## config.mk

```make
export PLATFORM = sky130hd
export DESIGN_NAME = matrix4x4_multiply
export DESIGN_NICKNAME = d
export VERILOG_FILES = /design/src/sv/mm4_pkg.sv /design/src/sv/matrix4x4_multiply.sv /design/src/sv/mm4_store.sv /design/src/sv/mm4_mac.sv
export VERILOG_INCLUDE_DIRS = /design/src /design/src/sv
export SDC_FILE = /design/constraint.sdc
export NUM_CORES = 2
export LEC_CHECK = 0
export BUFFER_PORTS_ARGS = -buffer_cell sky130_fd_sc_hd__buf_2
export CORE_ASPECT_RATIO = 1.5
export CORE_MARGIN = 5
export CORE_UTILIZATION = 46
export CTS_CLUSTER_SIZE = 25
export DETAILED_ROUTE_END_ITERATION = 8
export PLACE_DENSITY_LB_ADDON = 0.25
export SETUP_SLACK_MARGIN = 0.15
export SLEW_MARGIN = 20
export SYNTH_ARGS = -nofsm -noshare
export SYNTH_HDL_FRONTEND = slang
export SYNTH_HIERARCHICAL = 1
export SYNTH_SLANG_ARGS = --single-unit
```

## constraint.sdc

```tcl
create_clock -name clk -period 14.6 [get_ports clk]
set_input_delay 2.92 -clock clk [delete_from_list [all_inputs] [get_ports clk]]
set_output_delay 2.92 -clock clk [all_outputs]
set_load 0.01 [all_outputs]
```

## src/sv/matrix4x4_multiply_defines.svh

```systemverilog
// Assertion macros used by the matrix multiply top level.
`ifndef MATRIX4X4_MULTIPLY_DEFINES_SVH
`define MATRIX4X4_MULTIPLY_DEFINES_SVH

// Same-cycle implication, sampled on clk, off while arst_n is low.
`define MM4_ASSERT(label, ante, cons, msg) \
	label: assert property (@(posedge clk) disable iff (!arst_n) (ante) |-> (cons)) \
		else $error(msg);

// Next-cycle implication, sampled on clk, off while arst_n is low.
`define MM4_ASSERT_NEXT(label, ante, cons, msg) \
	label: assert property (@(posedge clk) disable iff (!arst_n) (ante) |=> (cons)) \
		else $error(msg);

`endif

```

## src/sv/mm4_pkg.sv

```systemverilog
// Types and constants shared by the matrix multiply modules.
package mm4_pkg;

	localparam int DIM    = 4;
	localparam int CELLS  = DIM * DIM;
	localparam int DIM_W  = $clog2(DIM);
	localparam int ADDR_W = $clog2(CELLS);
	localparam int IDX_W  = 4;
	localparam int DATA_W = 32;
	localparam int PROD_W = 2 * DATA_W;
	localparam int FRAC_W = 16;
	localparam int ACC_W  = PROD_W + DIM_W + 1;

	typedef struct packed {
		logic [IDX_W-1:0]         elem_index;
		logic signed [DATA_W-1:0] left_value;
		logic signed [DATA_W-1:0] right_value;
		logic                     last_elem;
	} mm4_cmd_t;

	typedef struct packed {
		logic [IDX_W-1:0]         out_index;
		logic signed [DATA_W-1:0] out_value;
		logic                     saturated;
		logic                     last_result;
	} mm4_res_t;

	typedef struct packed {
		logic              first;
		logic              fin;
		logic [IDX_W-1:0]  idx;
		logic              last;
	} mm4_tag_t;

endpackage

```

## src/sv/matrix4x4_multiply.sv

```systemverilog
// Top level: element loading, product sequencing, rounding, saturation and result register.
// One cycle per loaded element; the last element starts DIM^3 = 64 multiply-accumulate
// steps on one shared multiplier, one step per cycle unless the result output stalls,
// reading both memories per step. Sums pass the read, product and accumulator registers
// on to the result register; new elements stall until the final result has been taken.
// Reset clears all control state; the operand memories hold no defined value until written.
`include "matrix4x4_multiply_defines.svh"

module matrix4x4_multiply import mm4_pkg::*; (
	input  logic     clk,
	input  logic     arst_n,
	input  logic     cmd_valid,
	output logic     cmd_stall,
	input  mm4_cmd_t cmd,
	output logic     res_valid,
	input  logic     res_stall,
	output mm4_res_t res
);

	localparam logic [DIM_W-1:0] LAST_POS = DIM_W'(DIM - 1);

	logic                     cmd_accept;
	logic                     adv;
	logic                     issue;
	logic                     busy;
	logic                     run_q;
	logic [DIM_W-1:0]         e_q;
	logic [DIM_W-1:0]         x_q;
	logic [DIM_W-1:0]         y_q;
	logic                     we;
	logic [ADDR_W-1:0]        laddr;
	logic [ADDR_W-1:0]        raddr;
	logic [ADDR_W-1:0]        oaddr;
	mm4_tag_t                 tag_issue;
	logic                     v_s1;
	mm4_tag_t                 tag_s1;
	logic signed [DATA_W-1:0] ldata;
	logic signed [DATA_W-1:0] rdata;
	logic                     sum_valid;
	mm4_tag_t                 sum_tag;
	logic signed [ACC_W-1:0]  sum;
	logic                     pipe_busy;
	logic [ACC_W-FRAC_W-DATA_W:0] upper;
	logic                     pos_ovf;
	logic                     neg_ovf;
	mm4_res_t                 res_next;
	logic                     res_valid_q;
	mm4_res_t                 res_q;

	assign adv        = !(res_valid_q && res_stall);
	assign busy       = run_q || v_s1 || pipe_busy || res_valid_q;
	assign cmd_stall  = busy;
	assign cmd_accept = cmd_valid && !cmd_stall;
	assign issue      = run_q && adv;
	assign we         = cmd_accept && (32'(cmd.elem_index) < CELLS);

	assign laddr = ADDR_W'(x_q) + ADDR_W'(DIM) * ADDR_W'(e_q);
	assign raddr = ADDR_W'(e_q) + ADDR_W'(DIM) * ADDR_W'(y_q);
	assign oaddr = ADDR_W'(x_q) + ADDR_W'(DIM) * ADDR_W'(y_q);

	always_comb begin
		tag_issue.first = (e_q == '0);
		tag_issue.fin   = (e_q == LAST_POS);
		tag_issue.idx   = IDX_W'(oaddr);
		tag_issue.last  = (e_q == LAST_POS) && (x_q == LAST_POS) && (y_q == LAST_POS);
	end

	always_ff @(posedge clk or negedge arst_n) begin
		if (!arst_n) begin
			run_q <= 1'b0;
			e_q   <= '0;
			x_q   <= '0;
			y_q   <= '0;
		end else if (cmd_accept && cmd.last_elem) begin
			run_q <= 1'b1;
			e_q   <= '0;
			x_q   <= '0;
			y_q   <= '0;
		end else if (issue) begin
			if (tag_issue.last) begin
				run_q <= 1'b0;
			end
			if (e_q == LAST_POS) begin
				e_q <= '0;
				if (x_q == LAST_POS) begin
					x_q <= '0;
					y_q <= (y_q == LAST_POS) ? '0 : y_q + 1'b1;
				end else begin
					x_q <= x_q + 1'b1;
				end
			end else begin
				e_q <= e_q + 1'b1;
			end
		end
	end

	always_ff @(posedge clk or negedge arst_n) begin
		if (!arst_n) begin
			v_s1 <= 1'b0;
		end else if (adv) begin
			v_s1 <= issue;
		end
	end

	always_ff @(posedge clk) begin
		if (adv) begin
			tag_s1 <= tag_issue;
		end
	end

	mm4_store u_store (
		.clk    (clk),
		.we     (we),
		.waddr  (ADDR_W'(cmd.elem_index)),
		.wleft  (cmd.left_value),
		.wright (cmd.right_value),
		.re     (issue),
		.laddr  (laddr),
		.raddr  (raddr),
		.ldata  (ldata),
		.rdata  (rdata)
	);

	mm4_mac u_mac (
		.clk       (clk),
		.arst_n    (arst_n),
		.adv       (adv),
		.in_valid  (v_s1),
		.in_tag    (tag_s1),
		.ldata     (ldata),
		.rdata     (rdata),
		.sum_valid (sum_valid),
		.sum_tag   (sum_tag),
		.sum       (sum),
		.pipe_busy (pipe_busy)
	);

	// The half LSB was added with the first product, so dropping the fraction rounds.
	assign upper   = sum[ACC_W-1:FRAC_W+DATA_W-1];
	assign pos_ovf = !sum[ACC_W-1] && (|upper);
	assign neg_ovf = sum[ACC_W-1] && !(&upper);

	always_comb begin
		res_next.out_index   = sum_tag.idx;
		res_next.saturated   = pos_ovf || neg_ovf;
		res_next.last_result = sum_tag.last;
		if (pos_ovf) begin
			res_next.out_value = {1'b0, {(DATA_W-1){1'b1}}};
		end else if (neg_ovf) begin
			res_next.out_value = {1'b1, {(DATA_W-1){1'b0}}};
		end else begin
			res_next.out_value = sum[FRAC_W+DATA_W-1:FRAC_W];
		end
	end

	always_ff @(posedge clk or negedge arst_n) begin
		if (!arst_n) begin
			res_valid_q <= 1'b0;
		end else if (adv) begin
			res_valid_q <= sum_valid;
		end
	end

	always_ff @(posedge clk) begin
		if (adv && sum_valid) begin
			res_q <= res_next;
		end
	end

	assign res_valid = res_valid_q;
	assign res       = res_q;

	`MM4_ASSERT(a_last_index, res_valid_q && res_q.last_result, res_q.out_index == IDX_W'(CELLS - 1), "final result carries wrong index")
	`MM4_ASSERT_NEXT(a_issue_reaches_s1, issue, v_s1, "issued read did not reach the memory output stage")
	`MM4_ASSERT_NEXT(a_drained_after_last, res_valid_q && !res_stall && res_q.last_result, !run_q && !v_s1 && !pipe_busy, "work remains after final result")

endmodule

```

## src/sv/mm4_store.sv

```systemverilog
// Left and right operand memories with one write port and registered reads.
module mm4_store import mm4_pkg::*; (
	input  logic                     clk,
	input  logic                     we,
	input  logic [ADDR_W-1:0]        waddr,
	input  logic signed [DATA_W-1:0] wleft,
	input  logic signed [DATA_W-1:0] wright,
	input  logic                     re,
	input  logic [ADDR_W-1:0]        laddr,
	input  logic [ADDR_W-1:0]        raddr,
	output logic signed [DATA_W-1:0] ldata,
	output logic signed [DATA_W-1:0] rdata
);

	logic signed [DATA_W-1:0] lmem [CELLS];
	logic signed [DATA_W-1:0] rmem [CELLS];

	always_ff @(posedge clk) begin
		if (we) begin
			lmem[waddr] <= wleft;
			rmem[waddr] <= wright;
		end
	end

	always_ff @(posedge clk) begin
		if (re) begin
			ldata <= lmem[laddr];
			rdata <= rmem[raddr];
		end
	end

endmodule

```

## src/sv/mm4_mac.sv

```systemverilog
// Shared multiply-accumulate unit: product register, then exact running sum.
module mm4_mac import mm4_pkg::*; (
	input  logic                     clk,
	input  logic                     arst_n,
	input  logic                     adv,
	input  logic                     in_valid,
	input  mm4_tag_t                 in_tag,
	input  logic signed [DATA_W-1:0] ldata,
	input  logic signed [DATA_W-1:0] rdata,
	output logic                     sum_valid,
	output mm4_tag_t                 sum_tag,
	output logic signed [ACC_W-1:0]  sum,
	output logic                     pipe_busy
);

	localparam logic [ACC_W-1:0] ROUND_HALF = ACC_W'(1) << (FRAC_W - 1);

	logic                     v_s2;
	logic                     v_s3;
	mm4_tag_t                 tag_s2;
	mm4_tag_t                 tag_s3;
	logic signed [PROD_W-1:0] prod_s2;
	logic signed [ACC_W-1:0]  acc_q;
	logic [ACC_W-1:0]         prod_ext;

	assign prod_ext = {{(ACC_W - PROD_W){prod_s2[PROD_W-1]}}, prod_s2};

	always_ff @(posedge clk or negedge arst_n) begin
		if (!arst_n) begin
			v_s2 <= 1'b0;
			v_s3 <= 1'b0;
		end else if (adv) begin
			v_s2 <= in_valid;
			v_s3 <= v_s2;
		end
	end

	always_ff @(posedge clk) begin
		if (adv) begin
			tag_s2  <= in_tag;
			prod_s2 <= ldata * rdata;
			tag_s3  <= tag_s2;
			if (v_s2) begin
				if (tag_s2.first) begin
					acc_q <= prod_ext + ROUND_HALF;
				end else begin
					acc_q <= acc_q + prod_ext;
				end
			end
		end
	end

	assign sum_valid = v_s3 && tag_s3.fin;
	assign sum_tag   = tag_s3;
	assign sum       = acc_q;
	assign pipe_busy = v_s2 || v_s3;

endmodule
```

==> impl_metrics.json <==
{
  "status": "completed",
  "layout_min_cycle_time_ns": 9.35,
  "wl_met2_um": 122000,
  "tritoncts": "built",
  "cts-resized-gates": 0,
  "finalMaxSlewViolations": 0,
  "die_h_um": 546,
  "fmax_mhz": 107,
  "critPathMaxFanout": 10,
  "detail-route-antenna-nets": 0,
  "viasPerCell": 5.63,
  "hold_buffers": 0,
  "drc_errors": 0,
  "antenna_found_initial": 28,
  "gr-total-overflow": 0,
  "post-route-util": 0.499,
  "wl_per_cell_um": 24.5,
  "row_count": 197,
  "skew_ns": 0.0676,
  "gp_congestion": 0.924,
  "postCtsSetupRepairBufs": 0,
  "highest_layer": "met5",
  "core_area_sq_um": 192000,
  "vias": 52400,
  "rsz0062_at_grt": "no",
  "grt_max_degree": 128,
  "maxSlewHeadroom": 0.238,
  "synth_area_sq_um": 88200,
  "end_kind": "flip-flop",
  "critPathKind": "reg -> reg",
  "startpoint_type": "flip-flop",
  "die-area_sq_um": 201000,
  "dpl_worst_slack_ns": 4.65,
  "port_buffers": 112,
  "met1_length_um": 82700,
  "grt_pass1_wl_um": 350000,
  "setup_tns_ns": 0,
  "yosys_warnings": 6,
  "crit_arrival_ns": 9.88,
  "post-route-period-util": 0.640,
  "io_pins": 113,
  "drt_iter0_markers": 3732,
  "fin_cells": 9305,
  "cts_buffers": 117,
  "area_growth_pct": 8.26,
  "setup_viol": 0,
  "clock-root-buffer": "clkbuf_16",
  "drt_first_pass_iters": 5,
  "postRouteWirelength_um": 228000,
  "initial_core_util": 0.461,
  "clk_path_buf_depth": 3,
  "hp-class": "reg -> reg",
  "final_hold_viol_count": 0,
  "postSynthCellCount": 6690,
  "dp_hpwl_um": 154000,
  "first_global_vias": 58000,
  "layout_common_cells": "edfxtp_1 (1277), fa_1 (1083), inv_1 (1011)",
  "final_nets": 8122,
  "dp_cells": 9078,
  "clk_latency_ns": 0.78,
  "layout_commonest_cell": "edfxtp_1",
  "syn_area_per_cell_sq_um": 13.2,
  "syn_nets": 8101,
  "worstPathRequired_ns": 15.13,
  "dr_wl_met3_um": 13500,
  "max_slew.worst_pin.slew_ns": 1.14,
  "clkSinkCount": 1288,
  "timing.final.ws_setup_ns": 5.25,
  "clkTransAtPathRegs_ns": 0.08,
  "grt_usage": 0.229,
  "cts_htree_levels": 3,
  "max-cap-violations": 0,
  "dieWidth_um": 368,
  "drive_gt1_frac": 0.106
}
## worst max-delay path, stage by stage (launching register included)
cell	delay (ns)
edfxtp_1	0.60
nand2_1	0.24
inv_1	0.08
fa_1	0.47
inv_1	0.30
fa_1	0.53
inv_1	0.23
fa_1	0.50
fa_1	1.08
inv_1	0.44
fa_1	0.61
inv_1	0.06
fa_1	0.42
inv_1	0.10
fa_1	0.43
fa_1	0.49
inv_1	0.04
ha_1	0.35
a21o_1	0.22
a21o_1	0.17
a221o_1	0.35
a221oi_2	0.38
a21oi_1	0.16
a31oi_1	0.34
a211oi_1	0.12
a211oi_1	0.29
xnor2_1	0.09
## final cells by class
class / instances / area (sq um)
clock inverter: 79 / 796
multi-input combinational: 4058 / 44600
sequential: 1288 / 38600
inverter: 1014 / 3810
tap: 2487 / 3110
antenna: 12 / 30.0
clock buffer: 135 / 3000
timing repair buffer: 232 / 1510
fill: 16300 / 96000
## final timing paths
path                                                  start                          end  slack (ns)  cells past startpoint
worst min register to register    u_mac/tag_s2[0]$_DFFE_PP_   u_mac/sum_tag[0]$_DFFE_PP_        0.42                      0
worst max register to register  u_store/ldata[31]$_DFFE_PP_  u_mac/prod_s2[62]$_DFFE_PP_        5.25                     26
min in group asynchronous                            arst_n           e_q[1]$_DFFE_PN0P_        2.03                      1
worst min-delay path              u_mac/tag_s2[0]$_DFFE_PP_   u_mac/sum_tag[0]$_DFFE_PP_        0.42                      0
max in group asynchronous                            arst_n           x_q[1]$_DFFE_PN0P_       12.34                      1
worst max-delay path            u_store/ldata[31]$_DFFE_PP_  u_mac/prod_s2[62]$_DFFE_PP_        5.25                     26
## sequential cells by signal, indices dropped and copies added, names as in the netlist
| signal | cells |
|---|---|
| e_q | 2 |
| res | 38 |
| res_valid | 1 |
| run_q | 1 |
| tag_s1 | 7 |
| u_mac/prod_s2 | 64 |
| u_mac/sum | 67 |
| u_mac/sum_tag | 6 |
| u_mac/tag_s2 | 7 |
| u_mac/v_s2 | 1 |
| u_mac/v_s3 | 1 |
| u_store/ldata | 32 |
| u_store/lmem | 512 |
| u_store/rdata | 32 |
| u_store/rmem | 512 |
| v_s1 | 1 |
| x_q | 2 |
| y_q | 2 |
## layer usage
layer	GRT usage	up-vias
li1	-	22500
met3	0.0358	595
met2	0.423	1728
met4	0.0826	24
met1	0.270	27500
met5	0	-
## metrics by stage
step | instance area (sq um) | hold WS, ns
final | 95500 | 0.417
after global routing | 95500 | 0.425
after CTS | 95400 | 0.420
after detailed placement | 91600 | 0.405
after global placement | 91600 | 0.401
after floorplan | 88200 | 0.400
Power is not shown: default switching activity piles up to over one toggle a cycle in this logic, so the estimate is an artifact.
